[src/hdl/dsr_pkg.sv]
`timescale 1ns / 1ps
// Shared types and constants for the DVB-STP section reassembler.
// No dependencies; imported by dvbstp_section_reassembler.
package dsr_pkg;

  localparam logic [1:0] OP_BYTE    = 2'd0;
  localparam logic [1:0] OP_TICK    = 2'd1;
  localparam logic [1:0] OP_TIMEOUT = 2'd2;
  localparam logic [1:0] OP_START   = 2'd3;

  localparam logic [1:0] KIND_PAYLOAD  = 2'd0;
  localparam logic [1:0] KIND_COMPLETE = 2'd1;
  localparam logic [1:0] KIND_TIMEOUTS = 2'd2;
  localparam logic [1:0] KIND_IDLE     = 2'd3;

  localparam logic [1:0] REG_WANTED_ID    = 2'd0;
  localparam logic [1:0] REG_IDLE_LIMIT   = 2'd1;
  localparam logic [1:0] REG_MAX_TIMEOUTS = 2'd2;

  localparam int POS_CRC_BIT    = 0;
  localparam int POS_PAYLOAD_ID = 4;
  localparam int POS_SECTION_HI = 8;
  localparam int POS_SECTION_LO = 9;
  localparam int POS_LAST_LO    = 10;
  localparam int POS_FLAGS      = 11;
  localparam int HEADER_LEN     = 12;
  localparam int PROVIDER_LEN   = 4;
  localparam int CRC_LEN        = 4;

  localparam logic [7:0] WANTED_ID_RESET    = 8'd1;
  localparam logic [7:0] IDLE_LIMIT_RESET   = 8'd30;
  localparam logic [3:0] MAX_TIMEOUTS_RESET = 4'd4;

  typedef struct packed {
    logic [1:0] kind;
    logic [7:0] data;
    logic       last;
  } result_t;

endpackage

[src/hdl/dvbstp_section_reassembler.sv]
`timescale 1ns / 1ps
// DVB-STP section reassembler top level; depends on dsr_pkg.
// Results are registered into the output queue as their item is accepted.
// Throughput: one item per cycle while the output queue holds at most two results;
// an item yields at most two results, which go through a four-entry output queue,
// so the output port (one result a cycle) sets the rate when many items yield two.
// Reset (rst, synchronous, active high) ends the session and restores the registers.
module dvbstp_section_reassembler #(
  parameter int MAX_DATAGRAM = 2048
) (
  input  logic        clk,
  input  logic        rst,
  input  logic        s_tvalid,
  output logic        s_tready,
  input  logic [7:0]  s_tdata,   // rx_byte
  input  logic [1:0]  s_tuser,   // op
  input  logic        s_tlast,   // end_of_datagram
  output logic        m_tvalid,
  input  logic        m_tready,
  output logic [7:0]  m_tdata,   // payload_byte
  output logic [1:0]  m_tuser,   // kind
  output logic        m_tlast,   // run_last
  input  logic        psel,
  input  logic        penable,
  input  logic        pwrite,
  input  logic [3:0]  paddr,
  input  logic [31:0] pwdata,
  output logic [31:0] prdata,
  output logic        pready
);
  import dsr_pkg::*;

  localparam int PW = $clog2(MAX_DATAGRAM + 1);

  logic [7:0]  wanted_id;
  logic [7:0]  idle_limit;
  logic [3:0]  max_timeouts;

  logic          active, active_next;
  logic [PW-1:0] pos, pos_next;
  logic          crc_on, crc_on_next;
  logic          id_match, id_match_next;
  logic [11:0]   section, section_next;
  logic [11:0]   last_section, last_section_next;
  logic          prov_flag, prov_flag_next;
  logic [3:0]    ext_len, ext_len_next;
  logic          accepted, accepted_next;
  logic          nul_seen, nul_seen_next;
  logic [7:0]    hold [4];
  logic [7:0]    hold_next [4];
  logic [2:0]    hold_count, hold_count_next;
  logic [11:0]   expected, expected_next;
  logic [3:0]    timeouts, timeouts_next;
  logic [7:0]    idle_secs, idle_secs_next;

  logic          emit_pay, emit_status;
  logic [7:0]    pay_byte, cand;
  logic          cand_valid;
  logic [1:0]    status_kind;
  logic [4:0]    start_pos;
  logic [5:0]    need;
  logic          take;

  result_t       queue [4];
  logic [1:0]    wr_ptr, rd_ptr;
  logic [2:0]    count, count_next;
  logic [1:0]    push_n;
  logic          pop;
  result_t       e0, e1;

  assign pready   = 1'b1;
  assign s_tready = (count <= 3'd2);
  assign take     = s_tvalid && s_tready;
  assign m_tvalid = (count != 3'd0);
  assign pop      = m_tvalid && m_tready;
  assign m_tuser  = queue[rd_ptr].kind;
  assign m_tdata  = queue[rd_ptr].data;
  assign m_tlast  = queue[rd_ptr].last;

  always_comb begin
    case (paddr[3:2])
      REG_WANTED_ID:    prdata = {24'd0, wanted_id};
      REG_IDLE_LIMIT:   prdata = {24'd0, idle_limit};
      REG_MAX_TIMEOUTS: prdata = {28'd0, max_timeouts};
      default:          prdata = 32'd0;
    endcase
  end

  always_ff @(posedge clk) begin
    if (rst) begin
      wanted_id    <= WANTED_ID_RESET;
      idle_limit   <= IDLE_LIMIT_RESET;
      max_timeouts <= MAX_TIMEOUTS_RESET;
    end else if (psel && penable && pwrite && pready) begin
      case (paddr[3:2])
        REG_WANTED_ID:    wanted_id <= pwdata[7:0];
        REG_IDLE_LIMIT:   idle_limit <= pwdata[7:0];
        REG_MAX_TIMEOUTS: max_timeouts <= pwdata[3:0];
        default: ;
      endcase
    end
  end

  always_comb begin
    active_next       = active;
    pos_next          = pos;
    crc_on_next       = crc_on;
    id_match_next     = id_match;
    section_next      = section;
    last_section_next = last_section;
    prov_flag_next    = prov_flag;
    ext_len_next      = ext_len;
    accepted_next     = accepted;
    nul_seen_next     = nul_seen;
    hold_next         = hold;
    hold_count_next   = hold_count;
    expected_next     = expected;
    timeouts_next     = timeouts;
    idle_secs_next    = idle_secs;
    emit_pay          = 1'b0;
    emit_status       = 1'b0;
    pay_byte          = s_tdata;
    status_kind       = KIND_COMPLETE;
    cand              = s_tdata;
    cand_valid        = 1'b0;
    start_pos         = 5'(HEADER_LEN) + (prov_flag ? 5'(PROVIDER_LEN) : 5'd0)
                        + {1'b0, ext_len};
    need              = 6'd0;

    if (s_tuser == OP_START) begin
      active_next       = 1'b1;
      expected_next     = 12'd0;
      timeouts_next     = 4'd0;
      idle_secs_next    = 8'd0;
      pos_next          = '0;
      crc_on_next       = 1'b0;
      id_match_next     = 1'b0;
      section_next      = 12'd0;
      last_section_next = 12'd0;
      prov_flag_next    = 1'b0;
      ext_len_next      = 4'd0;
      accepted_next     = 1'b0;
      nul_seen_next     = 1'b0;
      hold_count_next   = 3'd0;
    end else if (active) begin
      case (s_tuser)
        OP_BYTE: begin
          if (pos < PW'(MAX_DATAGRAM)) begin
            pos_next = pos + PW'(1);
            if (pos == PW'(POS_CRC_BIT)) begin
              crc_on_next = s_tdata[0];
            end else if (pos == PW'(POS_PAYLOAD_ID)) begin
              id_match_next = (s_tdata == wanted_id);
            end else if (pos == PW'(POS_SECTION_HI)) begin
              section_next[11:4] = s_tdata;
            end else if (pos == PW'(POS_SECTION_LO)) begin
              section_next[3:0]       = s_tdata[7:4];
              last_section_next[11:8] = s_tdata[3:0];
            end else if (pos == PW'(POS_LAST_LO)) begin
              last_section_next[7:0] = s_tdata;
            end else if (pos == PW'(POS_FLAGS)) begin
              prov_flag_next = s_tdata[4];
              ext_len_next   = s_tdata[3:0];
              if (id_match) begin
                idle_secs_next = 8'd0;
                if (section == expected) begin
                  accepted_next = 1'b1;
                end
              end
            end else if (pos >= PW'(HEADER_LEN) && accepted
                         && pos >= PW'(start_pos)) begin
              if (crc_on) begin
                if (hold_count < 3'd4) begin
                  hold_next[hold_count[1:0]] = s_tdata;
                  hold_count_next = hold_count + 3'd1;
                end else begin
                  cand       = hold[0];
                  cand_valid = 1'b1;
                  hold_next[0] = hold[1];
                  hold_next[1] = hold[2];
                  hold_next[2] = hold[3];
                  hold_next[3] = s_tdata;
                end
              end else begin
                cand_valid = 1'b1;
              end
              if (cand_valid && !nul_seen) begin
                if (cand == 8'd0) begin
                  nul_seen_next = 1'b1;
                end else begin
                  emit_pay = 1'b1;
                  pay_byte = cand;
                end
              end
            end
          end
          if (s_tlast) begin
            timeouts_next = 4'd0;
            need = 6'(HEADER_LEN) + (prov_flag_next ? 6'(PROVIDER_LEN) : 6'd0)
                   + {2'b00, ext_len_next} + (crc_on_next ? 6'(CRC_LEN) : 6'd0);
            if (accepted_next && pos_next >= PW'(need)) begin
              if (section_next == last_section_next) begin
                emit_status = 1'b1;
                status_kind = KIND_COMPLETE;
                active_next = 1'b0;
              end else begin
                expected_next = expected + 12'd1;
              end
            end
            pos_next          = '0;
            crc_on_next       = 1'b0;
            id_match_next     = 1'b0;
            section_next      = 12'd0;
            last_section_next = 12'd0;
            prov_flag_next    = 1'b0;
            ext_len_next      = 4'd0;
            accepted_next     = 1'b0;
            nul_seen_next     = 1'b0;
            hold_count_next   = 3'd0;
          end
        end
        OP_TICK: begin
          if (idle_secs != 8'hFF) begin
            idle_secs_next = idle_secs + 8'd1;
          end
          if (idle_secs_next > idle_limit) begin
            emit_status = 1'b1;
            status_kind = KIND_IDLE;
            active_next = 1'b0;
          end
        end
        OP_TIMEOUT: begin
          if (timeouts != 4'hF) begin
            timeouts_next = timeouts + 4'd1;
          end
          if (timeouts_next >= max_timeouts) begin
            emit_status = 1'b1;
            status_kind = KIND_TIMEOUTS;
            active_next = 1'b0;
          end
        end
        default: ;
      endcase
    end
  end

  always_comb begin
    push_n = take ? ({1'b0, emit_pay} + {1'b0, emit_status}) : 2'd0;
    e1.kind = status_kind;
    e1.data = 8'd0;
    e1.last = 1'b1;
    if (emit_pay) begin
      e0.kind = KIND_PAYLOAD;
      e0.data = pay_byte;
      e0.last = !emit_status;
    end else begin
      e0 = e1;
    end
    count_next = count + {1'b0, push_n} - {2'b00, pop};
  end

  always_ff @(posedge clk) begin
    if (push_n != 2'd0) begin
      queue[wr_ptr] <= e0;
    end
    if (push_n == 2'd2) begin
      queue[wr_ptr + 2'd1] <= e1;
    end
    if (take) begin
      hold <= hold_next;
    end
  end

  always_ff @(posedge clk) begin
    if (rst) begin
      active       <= 1'b0;
      pos          <= '0;
      crc_on       <= 1'b0;
      id_match     <= 1'b0;
      section      <= 12'd0;
      last_section <= 12'd0;
      prov_flag    <= 1'b0;
      ext_len      <= 4'd0;
      accepted     <= 1'b0;
      nul_seen     <= 1'b0;
      hold_count   <= 3'd0;
      expected     <= 12'd0;
      timeouts     <= 4'd0;
      idle_secs    <= 8'd0;
      wr_ptr       <= 2'd0;
      rd_ptr       <= 2'd0;
      count        <= 3'd0;
    end else begin
      if (take) begin
        active       <= active_next;
        pos          <= pos_next;
        crc_on       <= crc_on_next;
        id_match     <= id_match_next;
        section      <= section_next;
        last_section <= last_section_next;
        prov_flag    <= prov_flag_next;
        ext_len      <= ext_len_next;
        accepted     <= accepted_next;
        nul_seen     <= nul_seen_next;
        hold_count   <= hold_count_next;
        expected     <= expected_next;
        timeouts     <= timeouts_next;
        idle_secs    <= idle_secs_next;
      end
      wr_ptr <= wr_ptr + push_n;
      if (pop) begin
        rd_ptr <= rd_ptr + 2'd1;
      end
      count <= count_next;
    end
  end

endmodule

[config.mk]
export PLATFORM = sky130hd
export DESIGN_NAME = dvbstp_section_reassembler
export DESIGN_NICKNAME = d
export VERILOG_FILES = /design/src/hdl/dsr_pkg.sv /design/src/hdl/dvbstp_section_reassembler.sv
export SDC_FILE = /design/constraint.sdc
export NUM_CORES = 1
export LEC_CHECK = 0
export ABC_AREA = 1
export BUFFER_PORTS_ARGS = -buffer_cell sky130_fd_sc_hd__buf_2
export CORE_MARGIN = 2
export CORE_UTILIZATION = 40
export CTS_CLUSTER_DIAMETER = 50
export CTS_CLUSTER_SIZE = 10
export DETAILED_ROUTE_END_ITERATION = 7
export HOLD_SLACK_MARGIN = 0.1
export PLACE_DENSITY = 0.64
export RECOVER_POWER = 50
export REMOVE_ABC_BUFFERS = 1
export SYNTH_ARGS = -nofsm -noshare
export SYNTH_HDL_FRONTEND = slang
export SYNTH_SLANG_ARGS = --single-unit
[constraint.sdc]
create_clock -name clk -period 5.45 [get_ports clk]
set_clock_uncertainty 0.05 [all_clocks]
set_input_delay 0.545 -clock clk [delete_from_list [all_inputs] [get_ports clk]]
set_output_delay 0.545 -clock clk [all_outputs]
set_load 0.05 [all_outputs]
==> impl_metrics.csv, run 1 <==
group,metric,value,unit
routing,top_layer,"met4",
logic_synthesis,synth_enable_flop_cells,40,
placement,placed_area,0.01101,mm^2
critical_path,worst_r2r_endpoint,"count[2]$_SDFF_PP0_",
job,cap_violations,1,
layout,drive_gt1_frac,0.1275,
logic_synthesis,synthesis.instances,1416,
grt,largest_net_degree_at_the_start_of_global_routing,53,
critical_path,cp_slowest_stage_delay,0.36,ns
timing,fin_tns_setup,0,ns
critical_path,r2r_slack,0.21,ns
worst_hold_path,hold_path_class,"primary input to flop",
cts,clock-sinks,178,
routing,starting_drt_drc_count,802,
worst_hold_path,hold_path_end,"idle_limit[4]$_SDFFE_PP1P_",
pwr,power_density,271.2,mW/mm^2
logic_synthesis,yosys_register_bits,178,
routing,antenna_violating_nets_post_route,0,
routing,drt_first_pass_iters,5,
floorplanning,core,0.02511,mm^2
cts,tritoncts.num_buffers,17,
grt,antenna_found_initial,0,
logic_synthesis,yosysWarnings,0,
outcome,outcome,"finished, violations left",
cts,clk_tree_root_cell,"sky130_fd_sc_hd__clkbuf_16",
layout,antenna-diode-count,0,
critical_path,worst_ep_required_time,5.71,ns
timing,timing.final.hold_violations,0,
timing,finalSetupViolCount,0,
timing,maxSlewHeadroom,-0.06221,
cts,h-tree-depth,4,
critical_path,element_type_at_the_critical_path_end,"flop",
critical_path,crit-reg2reg-launch,"pos[0]$_SDFFE_PP0P_",
critical_path,crit_path_max_fanout,6,
routing,vias_cell,5.112,
placement,dp.final_hpwl,20.26,mm
placement,gp_routability_congestion,0.9427,
logic_synthesis,syn-mean-instance-area,7.222,um^2
grt,grt_first_pass_wirelength,45.15,mm
grt,grt_overflow,0,
floorplanning,start_util,0.4073,
timing,fin_worst_hold_slack,0.3165,ns
layout,area.growth.synth_to_final,15.17,%
grt,first_global_vias,9101,
outcome,failed_checks,"max-capacitance violations, max-slew violations",
timing,min_period_over_period,0.9613,
routing,avgRoutedWirePerCell,15.16,um
routing,route.vias.total,9468,
timing,worst_slew_pin_slew,1.593,ns
critical_path,data_arrival_time_of_the_critical_path,5.50,ns
floorplanning,std_cell_rows,58,
layout,finalNetCount,1616,
critical_path,path_class,"flop to flop",
layout,layout.area.seq,0.003969,mm^2
critical_path,timing.reg2reg.worst_path_depth,38,
grt,grtUsageTotal,0.2128,
logic_synthesis,synth.lib_cells_used.distinct,49,
routing,finalWirelength,28.07,mm
cts,cts-root-to-sink-buffers,2,
cts,clk_lat_worst_skew,0.44,ns
placement,buffer_ports.inserted,48,
placement,dp.cells,1805,
timing,period_minus_slack,5.239,ns
worst_hold_path,holdPathStages,3,
logic_synthesis,synth_sequential_area_ratio,0.3876,
layout,layout.filler_cells,2602,
routing,wl_met2,13.17,mm
logic_synthesis,asyncSetResetFlopFracSynth,0,
routing,met3WireLength,1.312,mm
logic_synthesis,syn_area,0.01023,mm^2
floorplanning,top_level_ports,100,
timing,number_of_max_slew_violations_in_the_final_report,32,
logic_synthesis,ys.flop_type,"sky130_fd_sc_hd__dfxtp_1",
timing,timing.fmax,190.9,MHz
floorplanning,die-width,163.9,um
floorplanning,floorplan.die.height,163.9,um
floorplanning,fp.dieArea,0.02686,mm^2
critical_path,worstSetupStartpointType,"flop",
layout,area_used_by_multi_input_combinational_logic,0.005385,mm^2
routing,drt_drc_violations_left,0,
layout,layoutNonFillerInstCount,1852,
critical_path,critPathSlowestCell,"sky130_fd_sc_hd__dfxtp_4",
cts,clkTransAtPathRegs,0.07,ns
pwr,leakage,4.893,nW
routing,detail_route.wirelength.met1,12.91,mm
cts,tritoncts,"done",
pwr,max-vdd-ir-drop,192.8,uV
worst_hold_path,hp-start,"pwdata[4]",
layout,final_cell_area,0.01178,mm^2
==> cell usage after synthesis, types with 9 or more instances <==
cell	n	share of area
sky130_fd_sc_hd__edfxtp_1	40	0.12
sky130_fd_sc_hd__xor2_1	19	0.016
sky130_fd_sc_hd__nand2_2	12	0.0073
sky130_fd_sc_hd__o211ai_1	9	0.0066
sky130_fd_sc_hd__a21oi_1	88	0.043
sky130_fd_sc_hd__o22ai_1	30	0.018
sky130_fd_sc_hd__nand4_1	32	0.020
sky130_fd_sc_hd__ha_1	52	0.064
sky130_fd_sc_hd__nand2_1	309	0.11
sky130_fd_sc_hd__xnor2_1	11	0.0094
sky130_fd_sc_hd__nor3_1	12	0.0059
sky130_fd_sc_hd__buf_4	25	0.018
sky130_fd_sc_hd__dfxtp_1	138	0.27
sky130_fd_sc_hd__nand3_1	58	0.028
sky130_fd_sc_hd__a21oi_2	9	0.0077
sky130_fd_sc_hd__inv_1	184	0.068
sky130_fd_sc_hd__clkbuf_1	35	0.013
sky130_fd_sc_hd__a211oi_1	14	0.010
sky130_fd_sc_hd__o21ai_0	130	0.064
sky130_fd_sc_hd__nor2_1	151	0.055
==> metal layers <==
metal / global-route usage / vias up
met5: 0 / -
met4: 0.08014 / 0
met3: 0.03207 / 45
met2: 0.3587 / 214
met1: 0.2754 / 4382
li1: - / 4827
==> worst max path at each step <==
stage                              from                  end  slack, ns  depth (start not counted)
floorplan           pos[0]$_SDFFE_PP0P_  count[2]$_SDFF_PP0_       0.03                         37
global placement    pos[0]$_SDFFE_PP0P_  count[2]$_SDFF_PP0_       0.02                         38
detailed placement  pos[0]$_SDFFE_PP0P_  count[2]$_SDFF_PP0_       -0.1                         38
CTS                 pos[0]$_SDFFE_PP0P_  count[2]$_SDFF_PP0_      0.006                         38
global route        pos[1]$_SDFFE_PP0P_  count[2]$_SDFF_PP0_      -0.10                         38
finish              pos[0]$_SDFFE_PP0P_  count[2]$_SDFF_PP0_       0.21                         38
==> repair_timing <==
action | 4_1_cts | 5_1_grt
resized for setup | 7 | 32
setup endpoints to repair | 26 | 54
pin swaps | 2 | 12
hold buffers | 0 | 0
setup buffers | 9 | 6
==> cells by family after synthesis <==
group	count (synthesis)	share of synthesized area
buffers and inverters	256	0.1057
AND/OR/NAND/NOR	591	0.2459
XOR/XNOR	30	0.02569
AO/OA/AOI/OAI	305	0.1676
other	2	0.0007344
multiplexers	1	0.001101
adder cells (fa/ha/maj)	53	0.06558
flip-flops	178	0.3876
==> metrics by stage <==
stage,total power [mW],setup WS [ns],util
finish,3.194,0.2107,0.4691
global route,3.319,-0.1023,0.4691
CTS,3.220,0.005815,0.4643
detailed placement,2.017,-0.09531,0.4383
global placement,2.011,0.01876,0.4383
floorplan,1.848,0.03464,-
==> flip-flops by register name, indices dropped and copies added (netlist names), 12 cells and up, named ones only <==
name / cells
last_section: 12
hold: 32
queue: 44
pos: 12
expected: 12
section: 12
==> report_power, final <==
group          total (mW)  switching [mW]  internal (mW)
Combinational       0.574           0.442          0.132
Clock                1.21           0.605          0.607
Sequential           1.41          0.0375           1.37
Total                3.19            1.08           2.11
==> critical path, delay by kind of cell (launching register included) <==
kind                       cells  cell delay [ns]
and+or+nand+nor               13             1.04
DFF                            1             0.36
adders and majority gates     10             2.24
buffers and inverters         10             0.74
xor gates and xnor gates       1             0.16
AOI/OAI and AO/OA              4             0.52
==> placed cells by master, fill, tap and decap left out, types with 24 or more instances in the layout <==
master / count
sky130_fd_sc_hd__nand4_1: 32
sky130_fd_sc_hd__o21ai_0: 127
sky130_fd_sc_hd__dfxtp_1: 136
sky130_fd_sc_hd__buf_4: 65
sky130_fd_sc_hd__buf_2: 26
sky130_fd_sc_hd__nor2_1: 146
sky130_fd_sc_hd__o22ai_1: 30
sky130_fd_sc_hd__nand3_1: 56
sky130_fd_sc_hd__conb_1: 25
sky130_fd_sc_hd__nand2_1: 307
sky130_fd_sc_hd__edfxtp_1: 40
sky130_fd_sc_hd__a21oi_1: 88
sky130_fd_sc_hd__clkbuf_1: 24
sky130_fd_sc_hd__inv_1: 180
sky130_fd_sc_hd__ha_1: 44
==> layout make-up <==
class	count	share of cell area
tap	330	0.03506
timing repair buffer	117	0.06151
multi-input combinational	1005	0.4572
sequential	178	0.3370
clock inverter	15	0.01254
inverter	190	0.06055
clock buffer	17	0.03612
Note: power is estimated with default switching activity, not from simulation.
==> run 2, diff against run 1 <==
--- a/config.mk
+++ b/config.mk
@@ -8,3 +8,2 @@
 export ABC_AREA = 1
-export BUFFER_PORTS_ARGS = -buffer_cell sky130_fd_sc_hd__buf_2
 export CORE_MARGIN = 2
@@ -14,4 +13,5 @@
 export DETAILED_ROUTE_END_ITERATION = 7
+export DONT_BUFFER_PORTS = 1
 export HOLD_SLACK_MARGIN = 0.1
-export PLACE_DENSITY = 0.64
+export PLACE_DENSITY = 0.6
 export RECOVER_POWER = 50
--- a/constraint.sdc
+++ b/constraint.sdc
@@ -4,2 +4,2 @@
 set_output_delay 0.545 -clock clk [all_outputs]
-set_load 0.05 [all_outputs]
+set_load 0.01 [all_outputs]
==> impl_metrics.csv, run 2 (synthesis gave the netlist of run 1 again) <==
group,metric,value,unit
outcome,outcome,"finished, final reports clean",
floorplanning,floorplan.die.height,163.9,um
placement,dp.final_hpwl,20.19,mm
cts,cts-root-to-sink-buffers,2,
cts,clock-sinks,178,
routing,vias_cell,5.166,
critical_path,element_type_at_the_critical_path_end,"flop",
pwr,max-vdd-ir-drop,193.1,uV
grt,grt_first_pass_wirelength,44.68,mm
timing,maxSlewHeadroom,0.1887,
layout,layout.area.seq,0.003969,mm^2
floorplanning,start_util,0.4073,
grt,grt_overflow,0,
routing,finalWirelength,27.85,mm
grt,grtUsageTotal,0.2107,
pwr,leakage,4.787,nW
placement,buffer_ports.inserted,0,
floorplanning,fp.dieArea,0.02686,mm^2
layout,area.growth.synth_to_final,14.88,%
routing,drt_drc_violations_left,0,
placement,gp_routability_congestion,0.8994,
cts,clkTransAtPathRegs,0.08,ns
job,cap_violations,0,
timing,timing.final.hold_violations,0,
timing,finalSetupViolCount,0,
timing,period_minus_slack,5.157,ns
worst_hold_path,hold_path_class,"primary input to flop",
critical_path,worst_ep_required_time,5.78,ns
cts,clk_lat_worst_skew,0.44,ns
timing,fin_worst_hold_slack,0.1144,ns
critical_path,path_class,"flop to flop",
floorplanning,core,0.02511,mm^2
cts,tritoncts.num_buffers,17,
layout,antenna-diode-count,0,
placement,placement.setup.worst_slack,-0.1686,ns
floorplanning,top_level_ports,100,
layout,registers.top_by_ff_count,"queue",
layout,layout.filler_cells,2615,
pwr,power_density,260.5,mW/mm^2
grt,antenna_found_initial,0,
critical_path,data_arrival_time_of_the_critical_path,5.49,ns
cts,clk_tree_root_cell,"sky130_fd_sc_hd__clkbuf_16",
critical_path,crit_path_max_fanout,6,
routing,drt_first_pass_iters,5,
timing,finalWorstSetupSlack,0.2930,ns
layout,area_used_by_multi_input_combinational_logic,0.005499,mm^2
critical_path,critPathSlowestCell,"sky130_fd_sc_hd__dfxtp_2",
routing,avgRoutedWirePerCell,15.43,um
routing,route.vias.total,9324,
layout,drive_gt1_frac,0.1261,
layout,layout.cells.most_common,"sky130_fd_sc_hd__nand2_1",
layout,most-common-layout-cells,"304 x sky130_fd_sc_hd__nand2_1, 173 x sky130_fd_sc_hd__inv_1, 144 x sky130_fd_sc_hd__nor2_1",
floorplanning,std_cell_rows,58,
routing,starting_drt_drc_count,678,
layout,largestRegisters,"queue: 44 flops, hold: 32 flops",
grt,largest_net_degree_at_the_start_of_global_routing,75,
timing,worst_slew_pin_slew,1.217,ns
pwr,design_power_total,3.060,mW
cts,h-tree-depth,4,
layout,largest_register_ff_count,44,
critical_path,cp_slowest_stage_delay,0.34,ns
layout,finalNetCount,1569,
cts,tritoncts,"done",
floorplanning,die-width,163.9,um
grt,first_global_vias,8731,
critical_path,path_delay_family,"adder cells",
critical_path,worst-path-buf-inv,12,
critical_path,worstSetupStartpointType,"flop",
timing,number_of_max_slew_violations_in_the_final_report,0,
timing,min_period_over_period,0.9462,
timing,timing.fmax,193.9,MHz
routing,antenna_violating_nets_post_route,0,
-- run 2: cell count changes in the layout (fill, tap and decap cells not counted), moves of 3 or more --
cell / before / now
sky130_fd_sc_hd__buf_2: 26 / 0
sky130_fd_sc_hd__clkbuf_1: 24 / 1
sky130_fd_sc_hd__clkinv_4: 4 / 0
sky130_fd_sc_hd__ha_1: 44 / 41
sky130_fd_sc_hd__ha_2: 6 / 3
sky130_fd_sc_hd__ha_4: 2 / 8
sky130_fd_sc_hd__inv_1: 180 / 173
sky130_fd_sc_hd__inv_12: 0 / 3
sky130_fd_sc_hd__inv_2: 6 / 11
sky130_fd_sc_hd__inv_6: 1 / 4
sky130_fd_sc_hd__nand2_1: 307 / 304
sky130_fd_sc_hd__nor2_4: 2 / 5
-- run 2: layout make-up --
class                   instances  share of cell area
clock buffers                  17             0.03621
clock inverters                15             0.01651
inverters                     190             0.06124
multi-input cells            1005              0.4681
flip-flops and latches        178              0.3378
well taps                     330             0.03515
repair buffers                 70             0.04495
-- run 2: power breakdown --
| part | leakage [nW] | total, mW | switching [mW] | internal (mW) |
|---|---|---|---|---|
| combinational | 3.00 | 0.367 | 0.249 | 0.118 |
| sequential | 1.48 | 1.41 | 0.0388 | 1.37 |
| clock | 0.301 | 1.28 | 0.647 | 0.636 |
-- run 2: repair_timing --
item,4_1_cts,5_1_grt
hold buffers,0,1
buffers inserted,1,4
endpoints found under the hold margin,0,1
pin swaps,2,22
endpoints found under the setup margin,36,55
resized for setup,6,62
-- run 2: worst paths after layout --
check                                 from                       end  slack (ns)  cells past startpoint
setup / recovery       pos[0]$_SDFFE_PP0P_       count[2]$_SDFF_PP0_        0.29                     38
hold / removal                         rst  timeouts[0]$_SDFFE_PP0P_        0.11                      1
setup reg to reg       pos[0]$_SDFFE_PP0P_       count[2]$_SDFF_PP0_        0.29                     38
hold reg to reg   queue[2][0]$_SDFFE_PP1P_  queue[2][0]$_SDFFE_PP1P_        0.40                      2
-- run 2: per-layer routing --
metal | global-route usage | up-vias | share of wire
met3 | 0.04343 | 29 | 0.062
met2 | 0.3461 | 232 | 0.46
met1 | 0.2814 | 4331 | 0.46
met4 | 0.05742 | 0 | 0.015
li1 | - | 4732 | -
met5 | 0 | - | 0
-- run 2: through the flow --
step / std cells / util / setup TNS, ns / area [um^2]
after floorplan: 1373 / - / 0 / 9945
after global placement: 1767 / 0.4317 / -0.05790 / 10840
after detailed placement: 1767 / 0.4317 / -1.538 / 10840
after CTS: 1800 / 0.4571 / 0 / 11480
after global routing: 1805 / 0.4679 / -0.01736 / 11750
final: 1805 / 0.4679 / 0 / 11750
==> run 3, diff against run 2 <==
REMOVE_ABC_BUFFERS = default   (was 1)
==> impl_metrics.csv, run 3 (synthesis gave the netlist of run 1 again) <==
group,metric,value,unit
floorplanning,top_level_ports,100,
routing,avgRoutedWirePerCell,15.00,um
outcome,outcome,"finished, final reports clean",
floorplanning,floorplan.die.height,163.9,um
cts,tritoncts,"done",
critical_path,cp_common_cell,"sky130_fd_sc_hd__nand2_1",
timing,finalSetupViolCount,0,
floorplanning,die-width,163.9,um
timing,timing.fmax,191.6,MHz
routing,starting_drt_drc_count,563,
layout,most-common-layout-cells,"304 x sky130_fd_sc_hd__nand2_1, 177 x sky130_fd_sc_hd__inv_1, 143 x sky130_fd_sc_hd__nor2_1",
timing,period_minus_slack,5.220,ns
grt,grt_use_met3,0.03561,
cts,clock-sinks,178,
layout,drive_gt1_frac,0.1211,
critical_path,critPathSlowestCell,"sky130_fd_sc_hd__dfxtp_4",
floorplanning,start_util,0.4073,
critical_path,cp.depth,37,
critical_path,path_class,"flop to flop",
grt,grt_overflow,0,
grt,globalRouteMet1Util,0.2719,
layout,largestRegisters,"queue: 44 flops, hold: 32 flops",
routing,drt_drc_violations_left,0,
cts,tritoncts.num_buffers,17,
pwr,leakage,4.804,nW
layout,finalNetCount,1572,
cts,clk_lat_worst_skew,0.44,ns
worst_hold_path,hold_path_class,"primary input to flop",
routing,vias_cell,5.064,
timing,timing.final.hold_violations,0,
layout,area.growth.synth_to_final,14.18,%
placement,dp.cells,1761,
timing,worst_slew_pin_slew,1.284,ns
timing,number_of_max_slew_violations_in_the_final_report,0,
grt,grt_first_pass_wirelength,43.36,mm
layout,layout.cells.most_common,"sky130_fd_sc_hd__nand2_1",
cts,clkTransAtPathRegs,0.08,ns
grt,antenna_found_initial,0,
grt,largest_net_degree_at_the_start_of_global_routing,75,
pwr,power_density,258.5,mW/mm^2
cts,cts-root-to-sink-buffers,2,
layout,antenna-diode-count,0,
placement,dp.final_hpwl,19.30,mm
critical_path,timing.reg2reg.worst_path_depth,37,
routing,drt_first_pass_iters,5,
critical_path,worstSetupStartpointType,"flop",
cts,h-tree-depth,4,
placement,buffer_ports.inserted,0,
routing,antenna_violating_nets_post_route,0,
job,cap_violations,0,
layout,layoutNonFillerInstCount,1808,
floorplanning,core,0.02511,mm^2
critical_path,element_type_at_the_critical_path_end,"flop",
timing,fin_tns_setup,0,ns
critical_path,data_arrival_time_of_the_critical_path,5.50,ns
grt,first_global_vias,8424,
grt,gr-max-usage-layer,"met2",
cts,postCtsHoldBufs,0,
timing,min_period_over_period,0.9578,
timing,maxSlewHeadroom,0.1441,
floorplanning,fp.dieArea,0.02686,mm^2
grt,met2_demand_to_capacity_share_in_global_routing,0.3453,
grt,grtUsageTotal,0.2053,
layout,largest_register_ff_count,44,
critical_path,path_delay_family,"simple AND/OR/NAND/NOR gates",
critical_path,worst_ep_required_time,5.73,ns
floorplanning,std_cell_rows,58,
layout,registers.top_by_ff_count,"queue",
routing,finalWirelength,27.12,mm
placement,gp_routability_congestion,0.8481,
critical_path,cp_slowest_stage_delay,0.36,ns
critical_path,crit_path_max_fanout,8,
cts,clk_tree_root_cell,"sky130_fd_sc_hd__clkbuf_16",
critical_path,worst-path-buf-inv,7,
routing,route.vias.total,9155,
pwr,max-vdd-ir-drop,186.1,uV
worst_hold_path,holdPathStages,1,
-- run 3: cell types whose count changed in the layout (fill, tap and decap cells not counted), sizes merged --
cell         before  now
clkbuf           18   19
clkinv            8    6
buf              68   71
dlygate4sd3       1    0
inv             196  198
-- run 3: metrics by stage --
step                utilization  hold WS (ns)  power [mW]  setup WS [ns]  cell area, um^2
global route             0.4650        0.1098       3.153        -0.1160            11680
global placement         0.4299        0.3839       1.771        -0.1117            10800
finish                   0.4650        0.1184       3.019         0.2301            11680
CTS                      0.4564        0.1104       3.034       0.005816            11460
floorplan                     -        0.3731       1.713        0.02151            10310
detailed placement       0.4299        0.3913       1.779        -0.2464            10800
-- run 3: routing by layer --
metal	share of wire	vias to the layer above
met5	0	-
met4	0.015	0
met3	0.052	26
met2	0.48	218
met1	0.46	4176
li1	-	4735
-- run 3: cell type report --
| type | instances | area (um^2) |
|---|---|---|
| clock buffer | 17 | 425.4 |
| clock inverter | 15 | 168.9 |
| fill | 2552 | 13430 |
| inverter | 190 | 716.9 |
| multi-input combinational | 1005 | 5431 |
| sequential | 178 | 3969 |
| tap | 330 | 412.9 |
| timing repair buffer | 73 | 551.8 |
-- run 3: path summary, 6_finish.rpt --
check / from / to / slack, ns
worst min register to register: queue[0][7]$_SDFFE_PP0P_ / queue[0][7]$_SDFFE_PP0P_ / 0.41
worst max register to register: pos[0]$_SDFFE_PP0P_ / queue[0][6]$_SDFFE_PP0P_ / 0.23
worst max-delay path: pos[0]$_SDFFE_PP0P_ / queue[0][6]$_SDFFE_PP0P_ / 0.23
worst min-delay path: rst / count[1]$_SDFF_PP0_ / 0.12
-- run 3: timing repair --
action,in CTS,in global routing
setup endpoints to repair,39,42
setup buffers,6,10
pin swaps,6,21
resized for setup,11,42
-- run 3: power by group --
part           internal, mW  switching, mW  total (mW)
combinational         0.109          0.242       0.351
clock                 0.626          0.634        1.26
sequential             1.37         0.0368        1.41
